### src/hdl/pndm_pkg.sv
// ----------------------------------------------------------------------------
// pndm_pkg
// Shared types and constants for the pedal noise and drift monitor.
// ----------------------------------------------------------------------------
package pndm_pkg;

    typedef struct packed {
        logic        mode;
        logic [9:0]  raw_gas;
        logic [9:0]  raw_clutch;
        logic [31:0] now_ms;
    } in_t;

    typedef struct packed {
        logic       clutch_alert;
        logic       gas_alert;
        logic [6:0] gas_percent;
    } out_t;

    typedef struct packed {
        logic [2:0]  enables;
        logic [9:0]  gas_idle_max;
        logic [9:0]  gas_full_min;
        logic [9:0]  clutch_margin;
        logic [7:0]  clutch_repeat;
        logic [31:0] window_ms;
        logic [31:0] timeout_ms;
        logic [31:0] cooldown_ms;
    } cfg_t;

    localparam int PADDR_W = 5;
    localparam int REG_IDX_W = 3;

    localparam logic [REG_IDX_W-1:0] REG_ENABLES       = 3'd0;
    localparam logic [REG_IDX_W-1:0] REG_GAS_IDLE_MAX  = 3'd1;
    localparam logic [REG_IDX_W-1:0] REG_GAS_FULL_MIN  = 3'd2;
    localparam logic [REG_IDX_W-1:0] REG_CLUTCH_MARGIN = 3'd3;
    localparam logic [REG_IDX_W-1:0] REG_CLUTCH_REPEAT = 3'd4;
    localparam logic [REG_IDX_W-1:0] REG_WINDOW_MS     = 3'd5;
    localparam logic [REG_IDX_W-1:0] REG_TIMEOUT_MS    = 3'd6;
    localparam logic [REG_IDX_W-1:0] REG_COOLDOWN_MS   = 3'd7;

    localparam logic [2:0]  RST_ENABLES       = 3'd7;
    localparam logic [9:0]  RST_GAS_IDLE_MAX  = 10'd51;
    localparam logic [9:0]  RST_GAS_FULL_MIN  = 10'd951;
    localparam logic [9:0]  RST_CLUTCH_MARGIN = 10'd51;
    localparam logic [7:0]  RST_CLUTCH_REPEAT = 8'd4;
    localparam logic [31:0] RST_WINDOW_MS     = 32'd30000;
    localparam logic [31:0] RST_TIMEOUT_MS    = 32'd10000;
    localparam logic [31:0] RST_COOLDOWN_MS   = 32'd60000;

    localparam int EN_MIRROR = 0;
    localparam int EN_CLUTCH = 1;
    localparam int EN_GAS    = 2;

    localparam logic MODE_SAMPLE    = 1'b0;
    localparam logic MODE_RECONNECT = 1'b1;

    localparam int unsigned MIN_USAGE_PCT = 20;
    localparam int unsigned PCT_SCALE     = 100;

endpackage

### src/hdl/pedal_noise_and_drift_monitor.sv
// ----------------------------------------------------------------------------
// pedal_noise_and_drift_monitor
// Watches pedal samples for a stuck clutch and for gas travel drift.
// ----------------------------------------------------------------------------
// Usage:
//   s_* carries one item per sample (or a reconnect marker) with valid/ready.
//   m_* returns exactly one result item per input item, in order.
//   The APB port holds eight 32-bit registers at byte offsets 0x00..0x1C;
//   pready is tied high, so each write takes its setup and access cycles.
// Path: an accepted item waits in the input register; its result is loaded
//   into the result register once that is free or being read, and m_valid rises.
// Throughput: one item per cycle while m_ready stays high; the input register
//   refills while a finished result waits in the result register.
// Stall: with m_ready low the result holds; one more item is taken into
//   the input register, after which s_ready drops until m_ready returns.
// Reset: synchronous, active-low aresetn clears the valid flags of both pipeline
//   registers, the monitor state and restores the register defaults.
// ----------------------------------------------------------------------------
module pedal_noise_and_drift_monitor #(
    parameter int unsigned TRAVEL_MAX = 1023
) (
    input  logic                          aclk,
    input  logic                          aresetn,
    input  logic                          s_valid,
    output logic                          s_ready,
    input  pndm_pkg::in_t                 s_data,
    output logic                          m_valid,
    input  logic                          m_ready,
    output pndm_pkg::out_t                m_data,
    input  logic                          psel,
    input  logic                          penable,
    input  logic                          pwrite,
    input  logic [pndm_pkg::PADDR_W-1:0]  paddr,
    input  logic [31:0]                   pwdata,
    output logic [31:0]                   prdata,
    output logic                          pready
);
    import pndm_pkg::*;

    cfg_t cfg;
    in_t  in_data_reg;
    logic in_valid_reg;
    out_t out_data_reg;
    logic out_valid_reg;
    out_t result;
    logic advance;

    assign advance = in_valid_reg && (!out_valid_reg || m_ready);
    assign s_ready = !in_valid_reg || advance;
    assign m_valid = out_valid_reg;
    assign m_data  = out_data_reg;

    pndm_regs u_regs (
        .aclk    (aclk),
        .aresetn (aresetn),
        .psel    (psel),
        .penable (penable),
        .pwrite  (pwrite),
        .paddr   (paddr),
        .pwdata  (pwdata),
        .prdata  (prdata),
        .pready  (pready),
        .cfg     (cfg)
    );

    pndm_core #(
        .TRAVEL_MAX (TRAVEL_MAX)
    ) u_core (
        .aclk    (aclk),
        .aresetn (aresetn),
        .cfg     (cfg),
        .step_en (advance),
        .item    (in_data_reg),
        .result  (result)
    );

    always_ff @(posedge aclk) begin
        if (!aresetn) begin
            in_valid_reg  <= 1'b0;
            out_valid_reg <= 1'b0;
        end else begin
            if (s_valid && s_ready) begin
                in_valid_reg <= 1'b1;
            end else if (advance) begin
                in_valid_reg <= 1'b0;
            end
            if (advance) begin
                out_valid_reg <= 1'b1;
            end else if (m_ready) begin
                out_valid_reg <= 1'b0;
            end
        end
    end

    always_ff @(posedge aclk) begin
        if (s_valid && s_ready) begin
            in_data_reg <= s_data;
        end
        if (advance) begin
            out_data_reg <= result;
        end
    end

endmodule

### src/hdl/pndm_regs.sv
// ----------------------------------------------------------------------------
// pndm_regs
// APB configuration registers: thresholds, timing windows and check enables.
// ----------------------------------------------------------------------------
module pndm_regs (
    input  logic                          aclk,
    input  logic                          aresetn,
    input  logic                          psel,
    input  logic                          penable,
    input  logic                          pwrite,
    input  logic [pndm_pkg::PADDR_W-1:0]  paddr,
    input  logic [31:0]                   pwdata,
    output logic [31:0]                   prdata,
    output logic                          pready,
    output pndm_pkg::cfg_t                cfg
);
    import pndm_pkg::*;

    cfg_t                 cfg_reg;
    logic [REG_IDX_W-1:0] idx;
    logic                 wr_en;

    assign idx    = paddr[PADDR_W-1:2];
    assign wr_en  = psel && penable && pwrite;
    assign pready = 1'b1;
    assign cfg    = cfg_reg;

    always_ff @(posedge aclk) begin
        if (!aresetn) begin
            cfg_reg.enables       <= RST_ENABLES;
            cfg_reg.gas_idle_max  <= RST_GAS_IDLE_MAX;
            cfg_reg.gas_full_min  <= RST_GAS_FULL_MIN;
            cfg_reg.clutch_margin <= RST_CLUTCH_MARGIN;
            cfg_reg.clutch_repeat <= RST_CLUTCH_REPEAT;
            cfg_reg.window_ms     <= RST_WINDOW_MS;
            cfg_reg.timeout_ms    <= RST_TIMEOUT_MS;
            cfg_reg.cooldown_ms   <= RST_COOLDOWN_MS;
        end else if (wr_en) begin
            unique case (idx)
                REG_ENABLES:       cfg_reg.enables       <= pwdata[2:0];
                REG_GAS_IDLE_MAX:  cfg_reg.gas_idle_max  <= pwdata[9:0];
                REG_GAS_FULL_MIN:  cfg_reg.gas_full_min  <= pwdata[9:0];
                REG_CLUTCH_MARGIN: cfg_reg.clutch_margin <= pwdata[9:0];
                REG_CLUTCH_REPEAT: cfg_reg.clutch_repeat <= pwdata[7:0];
                REG_WINDOW_MS:     cfg_reg.window_ms     <= pwdata;
                REG_TIMEOUT_MS:    cfg_reg.timeout_ms    <= pwdata;
                REG_COOLDOWN_MS:   cfg_reg.cooldown_ms   <= pwdata;
            endcase
        end
    end

    always_comb begin
        unique case (idx)
            REG_ENABLES:       prdata = 32'(cfg_reg.enables);
            REG_GAS_IDLE_MAX:  prdata = 32'(cfg_reg.gas_idle_max);
            REG_GAS_FULL_MIN:  prdata = 32'(cfg_reg.gas_full_min);
            REG_CLUTCH_MARGIN: prdata = 32'(cfg_reg.clutch_margin);
            REG_CLUTCH_REPEAT: prdata = 32'(cfg_reg.clutch_repeat);
            REG_WINDOW_MS:     prdata = cfg_reg.window_ms;
            REG_TIMEOUT_MS:    prdata = cfg_reg.timeout_ms;
            REG_COOLDOWN_MS:   prdata = cfg_reg.cooldown_ms;
        endcase
    end

endmodule

### src/hdl/pndm_core.sv
// ----------------------------------------------------------------------------
// pndm_core
// Clutch stuck check and gas drift check: monitor state and per-item result.
// ----------------------------------------------------------------------------
module pndm_core #(
    parameter int unsigned TRAVEL_MAX = 1023
) (
    input  logic           aclk,
    input  logic           aresetn,
    input  pndm_pkg::cfg_t cfg,
    input  logic           step_en,
    input  pndm_pkg::in_t  item,
    output pndm_pkg::out_t result
);
    import pndm_pkg::*;

    localparam int TW = $clog2(TRAVEL_MAX + 1);
    localparam int CW = (TW > 10) ? TW : 10;
    // peak * 100 / TRAVEL_MAX as one multiply by a scaled reciprocal
    localparam int NW = $clog2(PCT_SCALE * TRAVEL_MAX + 1);
    localparam int LW = $clog2(TRAVEL_MAX);
    localparam int SH = NW + LW;
    localparam longint unsigned RECIP =
        ((longint'(1) << SH) + longint'(TRAVEL_MAX) - 1) / longint'(TRAVEL_MAX);
    localparam longint unsigned KMUL = longint'(PCT_SCALE) * RECIP;
    localparam int KW = $clog2(KMUL + 1);
    localparam int PW = TW + KW;
    localparam logic [KW-1:0] KMUL_V = KW'(KMUL);

    logic [TW-1:0] prev_clutch_reg,   prev_clutch_next;
    logic [7:0]    stuck_count_reg,   stuck_count_next;
    logic          racing_reg,        racing_next;
    logic [TW-1:0] peak_gas_reg,      peak_gas_next;
    logic [31:0]   full_time_reg,     full_time_next;
    logic [31:0]   activity_time_reg, activity_time_next;
    logic [31:0]   alert_time_reg,    alert_time_next;

    logic [TW-1:0] gas, clutch, diff, peak_base, peak_max;
    logic [7:0]    stuck_mid;
    logic          gas_idle, stuck_hit, clutch_fire;
    logic          restart, idle_expire, racing_new, at_full, window_due;
    logic          usage_ok, gas_fire;
    logic [31:0]   full_base;
    logic [PW-1:0] prod, pct_q;

    function automatic logic [TW-1:0] to_travel(input logic [9:0] raw, input logic mirror);
        logic [CW-1:0] raw_w;
        logic [TW-1:0] sat;
        raw_w = CW'(raw);
        if (raw_w > CW'(TRAVEL_MAX)) begin
            sat = TW'(TRAVEL_MAX);
        end else begin
            sat = TW'(raw);
        end
        return mirror ? TW'(TRAVEL_MAX) - sat : sat;
    endfunction

    always_comb begin
        gas    = to_travel(item.raw_gas, cfg.enables[EN_MIRROR]);
        clutch = to_travel(item.raw_clutch, cfg.enables[EN_MIRROR]);

        // clutch stuck detection
        gas_idle  = CW'(gas) <= CW'(cfg.gas_idle_max);
        diff      = (clutch >= prev_clutch_reg) ? clutch - prev_clutch_reg
                                                : prev_clutch_reg - clutch;
        stuck_hit = gas_idle && (clutch != '0) && (CW'(diff) <= CW'(cfg.clutch_margin));
        if (!stuck_hit) begin
            stuck_mid = '0;
        end else if (stuck_count_reg == 8'hFF) begin
            stuck_mid = stuck_count_reg;
        end else begin
            stuck_mid = stuck_count_reg + 8'd1;
        end
        clutch_fire = stuck_mid >= cfg.clutch_repeat;

        // gas drift detection
        restart     = !gas_idle && !racing_reg;
        idle_expire = racing_reg && ((item.now_ms - activity_time_reg) > cfg.timeout_ms);
        racing_new  = !gas_idle || (racing_reg && !idle_expire);
        full_base   = restart ? item.now_ms : full_time_reg;
        peak_base   = restart ? '0 : peak_gas_reg;
        peak_max    = (gas > peak_base) ? gas : peak_base;
        at_full     = CW'(gas) >= CW'(cfg.gas_full_min);
        window_due  = ((item.now_ms - full_base) > cfg.window_ms)
                   && ((item.now_ms - alert_time_reg) > cfg.cooldown_ms);
        prod        = PW'(peak_max) * KMUL_V;
        pct_q       = prod >> SH;
        usage_ok    = pct_q > PW'(MIN_USAGE_PCT);
        gas_fire    = racing_new && !at_full && window_due && usage_ok;
    end

    always_comb begin
        prev_clutch_next   = prev_clutch_reg;
        stuck_count_next   = stuck_count_reg;
        racing_next        = racing_reg;
        peak_gas_next      = peak_gas_reg;
        full_time_next     = full_time_reg;
        activity_time_next = activity_time_reg;
        alert_time_next    = alert_time_reg;
        result             = '0;

        if (item.mode == MODE_RECONNECT) begin
            prev_clutch_next   = '0;
            stuck_count_next   = '0;
            racing_next        = 1'b0;
            peak_gas_next      = '0;
            full_time_next     = item.now_ms;
            activity_time_next = item.now_ms;
        end else begin
            if (cfg.enables[EN_CLUTCH]) begin
                prev_clutch_next    = clutch;
                stuck_count_next    = clutch_fire ? 8'd0 : stuck_mid;
                result.clutch_alert = clutch_fire;
            end
            if (cfg.enables[EN_GAS]) begin
                racing_next    = racing_new;
                full_time_next = full_base;
                peak_gas_next  = peak_base;
                if (!gas_idle) begin
                    activity_time_next = item.now_ms;
                end
                if (racing_new) begin
                    if (at_full) begin
                        peak_gas_next  = '0;
                        full_time_next = item.now_ms;
                    end else begin
                        peak_gas_next = peak_max;
                    end
                end
                if (gas_fire) begin
                    alert_time_next    = item.now_ms;
                    result.gas_alert   = 1'b1;
                    result.gas_percent = pct_q[6:0];
                end
            end
        end
    end

    always_ff @(posedge aclk) begin
        if (!aresetn) begin
            prev_clutch_reg   <= '0;
            stuck_count_reg   <= '0;
            racing_reg        <= 1'b0;
            peak_gas_reg      <= '0;
            full_time_reg     <= '0;
            activity_time_reg <= '0;
            alert_time_reg    <= '0;
        end else if (step_en) begin
            prev_clutch_reg   <= prev_clutch_next;
            stuck_count_reg   <= stuck_count_next;
            racing_reg        <= racing_next;
            peak_gas_reg      <= peak_gas_next;
            full_time_reg     <= full_time_next;
            activity_time_reg <= activity_time_next;
            alert_time_reg    <= alert_time_next;
        end
    end

endmodule

### config.mk
export PLATFORM = sky130hd
export DESIGN_NAME = pedal_noise_and_drift_monitor
export DESIGN_NICKNAME = d
export VERILOG_FILES = /design/src/hdl/pndm_pkg.sv /design/src/hdl/pedal_noise_and_drift_monitor.sv /design/src/hdl/pndm_regs.sv /design/src/hdl/pndm_core.sv
export SDC_FILE = /design/constraint.sdc
export NUM_CORES = 1
export LEC_CHECK = 0
export ABC_CLOCK_PERIOD_IN_PS = 17600
export BUFFER_PORTS_ARGS = -buffer_cell sky130_fd_sc_hd__buf_2
export CORE_MARGIN = 5
export CORE_UTILIZATION = 64
export CTS_CLUSTER_SIZE = 24
export DETAILED_ROUTE_END_ITERATION = 6
export PLACE_DENSITY = 0.83
export SLEW_MARGIN = 20
export SYNTH_ARGS = -nofsm -noshare
export SYNTH_HDL_FRONTEND = slang
export SYNTH_SLANG_ARGS = --single-unit
### constraint.sdc
create_clock -name aclk -period 17.6 [get_ports aclk]
set_clock_uncertainty 0.1 [all_clocks]
set_input_delay 0.88 -clock aclk [delete_from_list [all_inputs] [get_ports aclk]]
set_output_delay 0.88 -clock aclk [all_outputs]
set_load 0.1 [all_outputs]
==> impl_metrics.toml, run 1 <==
[status]
violations = "design-rule violations"
outcome = "complete, but fails checks"

[power_and_ir_drop]
ir_worst_vdd_mv = 0.0780
power.density_mw_per_mm2 = 92.8
p_leak_uw = 0.0118

[yosys]
yosysWarnings = 0
synth_area_per_cell_um2 = 8.38
ys_seq_area_share_pct = 28.2
synth_cells = 3026
synth_edf_count = 62
synth.distinct_cells = 79
synth_top_family_by_area = "compound AO/OA/AOI/OAI gates"
synthAdderAreaFrac_pct = 19.3
syn-cell-area_mm2 = 0.0253
synth_compound_area_share_pct = 19.6
synth_flop_cell = "dfxtp_1"
synthArstFlopShare_pct = 0
synth-xor-area-share_pct = 3.84
synthMuxAreaShare_pct = 5.65
synthSimpleGateAreaFrac_pct = 16.8
synth_fp_nets = 3495
ys_seq_elements = 326

[timing]
setup_viol_count_final = 0
drv_slew = 0
grt_setup_unrepaired = "false"
whs_ns = 0.355
fmax_mhz = 84.9
hold_viol_final = 0
worstMarginPinSlew_ns = 1.10
min_period_ns = 11.78
min_period_over_period_pct = 66.9
fin_tns_setup_ns = 0
slew_headroom_pct = 26.4
finalWorstSetupSlack_ns = 5.82

[detailed_routing]
vias = 22400
post-route-drc-count = 2
drt-pass1-iter-count = 7
dr.first_iter.drc_count = 1990
wl_per_cell_um = 19.4
wirelength_um = 71100
ant_nets = 0
viasPerCell = 6.11

[cells_and_area]
drive_above_1_share_pct = 8.37
fin_nets = 3581
layout_commonest_cell = "nand2_1"
area_delta_synth_final_pct = 9.54
largest_reg_flops = 137
final_cell_mix = "nand2_1, ha_1, inv_1, dfxtp_1, buf_2"
fillers = 3180

[placement]
gp_congestion = 0.963
numPortBuffers = 137
dp_slack_ns = 5.97
dp_hpwl_um = 53000

[clock_tree]
clock_sinks = 326
ctsHoldBuffers = 0
post_cts_resized = 0
clk_pin_slew_ns = 0.07
clk_latency_ns = 0.57
cts_root_buf = "clkbuf_16"
post_cts.repair.setup_buffers = 0
numCtsBuffers = 38
htreeDepth = 2
cts_tree = "done"
cts_buffer_depth = 3

[floorplanning]
die_x_um = 209
ios = 141
core_area_mm2 = 0.0395
die_y_um = 209
dieArea_mm2 = 0.0437
placementRows = 73
initial_utilization_pct = 64.2

[grt]
grt_pass1_vias = 21900
grt_max_degree = 147
antenna_found_initial = 2
overflow = 0
grt_pass1_wl_um = 113000
grt_use_total_pct = 31.6

[worst_setup_path]
rrSetupSlack_ns = 5.82
crit_top_cell = "ha_1"
critical_path_required_ns = 17.98
cp.arrival_ns = 12.17
critPathMaxStageDelay_ns = 0.76
worst_path_max_delay_cell = "dfxtp_1"
critPathKind = "reg2reg"
crit_path_max_fanout = 32
end_kind = "register"
critPathLaunchType = "register"

[worst_hold_path]
hold_path.class = "reg2reg"

[job]
cap_violations = 0
==> layer usage <==
layer | track usage [%] | wire (um) | vias up
met3 | 4.95 | 5350 | 247
met5 | 0 | 0 | -
met1 | 40.4 | 29300 | 10600
met4 | 16.3 | 4070 | 0
met2 | 51.9 | 32400 | 941
li1 | - | - | 10700
==> per-stage QoR <==
| stage | total power (uW) | instance area (um^2) | instances | utilization, % |
|---|---|---|---|---|
| finish | 2580 | 27800 | 3668 | 70.4 |
| global route | 2720 | 27800 | 3668 | 70.4 |
| CTS | 2580 | 27800 | 3666 | 70.4 |
| detailed placement | 1730 | 26500 | 3597 | 67.1 |
| global placement | 1700 | 26500 | 3597 | 67.0 |
| floorplan | 1500 | 25300 | 3026 | - |
==> final cells by class <==
cell class	count	area, um^2	area share [%]
Inverter	319	1200	4.31
Tap cell	525	657	2.37
Antenna cell	2	5.00	0.0180
Multi-Input combinational cell	2265	16600	59.7
Clock buffer	56	1100	3.97
Timing Repair Buffer	162	880	3.17
Sequential cell	326	7150	25.7
Clock inverter	13	198	0.712
==> path summary, 6_finish.rpt <==
check / endpoint / cells after the start / from
setup / recovery: u_core.alert_time_reg[25] / 36 / u_regs.cfg[134]
setup reg to reg: u_core.alert_time_reg[25] / 36 / u_regs.cfg[134]
hold reg to reg: u_core.alert_time_reg[10] / 2 / u_core.alert_time_reg[10]
hold / removal: u_core.alert_time_reg[10] / 2 / u_core.alert_time_reg[10]
==> critical path: cells and delay by family, from the launching register on <==
kind                       cells  cell delay (ns)
AOI/OAI and AO/OA             15             4.18
adders and majority gates      8             3.18
buffers and inverters          6             1.59
and+or+nand+nor                4             0.87
DFF                            1             0.76
xor gates and xnor gates       2             0.65
muxes                          1             0.28
==> cells in the mapped netlist, types with 6 or more instances <==
| library cell | instances | area (um^2) |
|---|---|---|
| clkbuf_1 | 94 | 353 |
| o21a_1 | 34 | 255 |
| fa_1 | 31 | 621 |
| o21ai_1 | 10 | 50.1 |
| a211o_1 | 9 | 78.8 |
| o2111ai_1 | 6 | 52.6 |
| mux4_2 | 10 | 225 |
| a21o_1 | 78 | 586 |
| o21ai_0 | 121 | 606 |
| xnor2_1 | 61 | 534 |
| ha_1 | 341 | 4270 |
| and3_1 | 12 | 75.1 |
| mux2i_1 | 116 | 1160 |
| o31ai_1 | 8 | 60.1 |
| and4_1 | 7 | 61.3 |
| or3_1 | 11 | 68.8 |
| or2_2 | 8 | 50.1 |
| a21oi_1 | 134 | 671 |
| dfxtp_1 | 264 | 5290 |
| buf_1 | 9 | 33.8 |
| nor2_1 | 116 | 435 |
| a221oi_1 | 9 | 78.8 |
| nor4_1 | 6 | 37.5 |
| and2_1 | 14 | 87.6 |
| o21bai_1 | 16 | 120 |
| nor3_1 | 33 | 165 |
| nand2_1 | 466 | 1750 |
| a211oi_1 | 18 | 135 |
| o211ai_1 | 41 | 308 |
| a22oi_1 | 46 | 345 |
| nand3_1 | 53 | 265 |
| xor2_1 | 50 | 438 |
| inv_1 | 319 | 1200 |
| a31oi_1 | 10 | 62.6 |
| a41oi_1 | 9 | 78.8 |
| edfxtp_1 | 62 | 1860 |
| nor2b_1 | 119 | 744 |
| nand4_1 | 39 | 244 |
| nand2b_1 | 30 | 188 |
| a21boi_0 | 124 | 931 |
==> report_power, final <==
| part | leakage, uW | internal, uW | switching [uW] |
|---|---|---|---|
| Sequential | 0.00274 | 786 | 20.6 |
| Clock | 0.000633 | 508 | 330 |
| Combinational | 0.00847 | 367 | 566 |
| Total | 0.0118 | 1660 | 916 |
==> cell families (layout without fill, tap and decap cells) <==
| logic type | Yosys count | in the layout |
|---|---|---|
| other | 1 | 3 |
| muxes | 130 | 130 |
| DFF | 326 | 326 |
| xor gates and xnor gates | 111 | 111 |
| buffers and inverters | 435 | 550 |
| adders and majority gates | 372 | 372 |
| AOI/OAI and AO/OA | 726 | 726 |
| and+or+nand+nor | 925 | 925 |
Power figures use the tool's default switching activity.
==> inputs of run 2 (changes only) <==
- ABC_AREA: unset -> 1
- ABC_CLOCK_PERIOD_IN_PS: 17600 -> 10050
- CORE_UTILIZATION: 64 -> 57
- PLACE_DENSITY: 0.83 -> 0.78
- clock period: 17.6 -> 10.05 ns (I/O delays scaled with it)
==> run 2 against run 1 <==
Net effect:
- the run now ends clean
- core utilization shrank 6.9 points
- critical endpoint is now u_core.alert_time_reg[4]
- via count grew 4.1%
- count of clock-buffer cells in the layout grew 3
- critical path type unchanged
==> impl_metrics.toml, run 2 <==
[status]
outcome = "complete, no violations"

[timing]
drv_slew = 0
finalWorstSetupSlack_ns = 0.945
min_period_over_period_pct = 90.6
fmax_mhz = 110
grt_setup_unrepaired = "false"
hold_viol_final = 0
slew_headroom_pct = 31.6
worstMarginPinSlew_ns = 1.02
min_period_ns = 9.11
fin_tns_setup_ns = 0
setup_viol_count_final = 0

[power_and_ir_drop]
p_comb_share_pct = 45.8
ir_worst_vdd_mv = 0.163
switching_share_pct = 42.2
clock_power_share_pct = 26.4
p_leak_uw = 0.0124
power.density_mw_per_mm2 = 190
seq_power_share_pct = 27.8
p_switching_uw = 2180
intPower_uw = 2990

[worst_hold_path]
hold_end = "in_data_reg[38]"
hold_path.startpoint = "s_data[38]"
hold_depth = 1
hold_path.class = "in2reg"

[detailed_routing]
post-route-drc-count = 0
ant_nets = 0
wl_per_cell_um = 18.2
wirelength_um = 73300
dr.first_iter.drc_count = 2373
viasPerCell = 5.82
drt-pass1-iter-count = 6
vias = 23400

[floorplanning]
die_y_um = 218
initial_utilization_pct = 57.3
ios = 141
core_area_mm2 = 0.0429
dieArea_mm2 = 0.0474
placementRows = 76
die_x_um = 218

[clock_tree]
clock_sinks = 326
cts_tree = "done"
clk_latency_ns = 0.57
numCtsBuffers = 38
clk_pin_slew_ns = 0.06
cts_buffer_depth = 3
htreeDepth = 2
post_cts.repair.setup_buffers = 0
cts_root_buf = "clkbuf_16"

[cells_and_area]
area_delta_synth_final_pct = 10.7
fin_nets = 3869
drive_above_1_share_pct = 8.72
largest_reg_flops = 137
fillers = 3843
final_cell_mix = "nand2_1, inv_1, a21oi_1, ha_1, o21ai_0"
layout_commonest_cell = "nand2_1"

[grt]
grt_pass1_wl_um = 114000
overflow = 0
grt_pass1_vias = 21900
antenna_found_initial = 1
grt_max_degree = 103
grt_use_total_pct = 29.7

[worst_setup_path]
path_delay_family = "simple AND/OR/NAND/NOR gates"
critPathMaxStageDelay_ns = 0.71
worst_path_max_delay_cell = "dfxtp_1"
critPathKind = "reg2reg"
ff2ff_path_depth = 35
cp.arrival_ns = 9.44
r2r-end = "u_core.alert_time_reg[4]"
crit_path_max_fanout = 58
crit_top_cell = "nand2_1"
critPathLaunchType = "register"
rr_startpoint = "u_regs.cfg[134]"
rrSetupSlack_ns = 0.94
cp.depth = 35
path_buf_inv = 3
end_kind = "register"
critical_path_required_ns = 10.39

[yosys]
synth_area_per_cell_um2 = 7.48
synth_edf_count = 62
synthArstFlopShare_pct = 0
synth_fp_nets = 3756
yosysMostFrequentCell = "nand2_1"
synth_commonest_cells = "nand2_1, inv_1, a21oi_1"
synth.top_cell.area_share_pct = 21.5
yosysWarnings = 0
ys_seq_area_share_pct = 29.1
ys_seq_elements = 326
synth.distinct_cells = 60
syn-cell-area_mm2 = 0.0246
synth_area_leaders = "dfxtp_1, ha_1, a21oi_1, nand2_1, edfxtp_1"
synth_flop_cell = "dfxtp_1"
synth_largest_area_cell = "dfxtp_1"
synth_cells = 3287

[job]
cap_violations = 0

[placement]
numPortBuffers = 137
gp_congestion = 0.942
dp_hpwl_um = 56200
dp_slack_ns = 0.853
-- run 2: timing repair --
| action | CTS | global route |
|---|---|---|
| setup endpoints to repair | 0 | 6 |
| gates resized for setup | 0 | 1 |
| hold buffers | 18 | 0 |
| endpoints found under the hold margin | 18 | 0 |
-- run 2: area by class of cell --
cell class / count / area (um^2) / share of cell area [%]
repair buffers: 181 / 1060 / 3.91
well taps: 585 / 732 / 2.69
clock inverters: 10 / 83.8 / 0.308
inverters: 521 / 1960 / 7.19
diodes: 1 / 2.50 / 0.00920
clock buffers: 59 / 1140 / 4.20
flip-flops and latches: 326 / 7150 / 26.3
multi-input cells: 2332 / 15100 / 55.4
-- run 2: worst reg2reg max path, delay by kind of cell, from the launching register on --
kind            cells  cell delay (ns)
simple gates       16             3.18
compound gates     11             2.17
buf+inv             3             1.21
fa+ha+maj           3             0.93
flops               1             0.71
xor+xnor            2             0.66
-- run 2: how the worst max path moves through the flow --
stage                     from                        end  slack, ns
6_report       u_regs.cfg[134]   u_core.alert_time_reg[4]       0.94
5_1_grt        u_regs.cfg[134]                  m_data[6]       0.06
4_1_cts        u_regs.cfg[134]                  m_data[6]       0.78
3_5_place_dp   u_regs.cfg[134]                  m_data[2]       0.85
3_3_place_gp   u_regs.cfg[134]                  m_data[1]       1.05
2_1_floorplan  u_regs.cfg[134]  u_core.alert_time_reg[21]       1.95
-- run 2: stage by stage --
step                      std cells  area [um^2]  power, uW  util [%]  hold slack (ns)
after floorplan                3287        24600       3150         -            0.342
after global placement         3927        25800       3720      60.1            0.348
after detailed placement       3927        25800       3780      60.1            0.353
after CTS                      4014        27200       5150      63.4        0.0000444
after global routing           4015        27200       5540      63.4          0.00136
final                          4015        27200       5180      63.4           0.0199
-- run 2: layer usage --
metal	wire [um]	share of wire (%)	GRT usage (%)
met5	0	0	0
met3	7200	9.8	5.73
met4	1790	2.4	7.71
met2	31100	42	45.3
met1	33200	45	43.4
-- run 2: kinds of logic (layout without fill, tap and decap cells) --
| kind of cell | count (synthesis) | count (layout) | synth area share [%] |
|---|---|---|---|
| AOI/OAI and AO/OA | 917 | 917 | 20.9 |
| xor gates and xnor gates | 122 | 122 | 4.35 |
| adders and majority gates | 372 | 372 | 19.9 |
| buffers and inverters | 629 | 771 | 9.77 |
| DFF | 326 | 326 | 29.1 |
| muxes | 2 | 2 | 0.0814 |
| other | 1 | 2 | 0.0153 |
| and+or+nand+nor | 918 | 918 | 15.9 |
-- run 2: power groups by stage --
stage	Sequential [uW]	Clock, uW	Combinational, uW
6_report	1440	1360	2370
5_1_grt	1440	1440	2660
4_1_cts	1440	1380	2340
3_5_place_dp	1460	0	2310
3_3_place_gp	1460	0	2250
2_1_floorplan	1480	0	1680
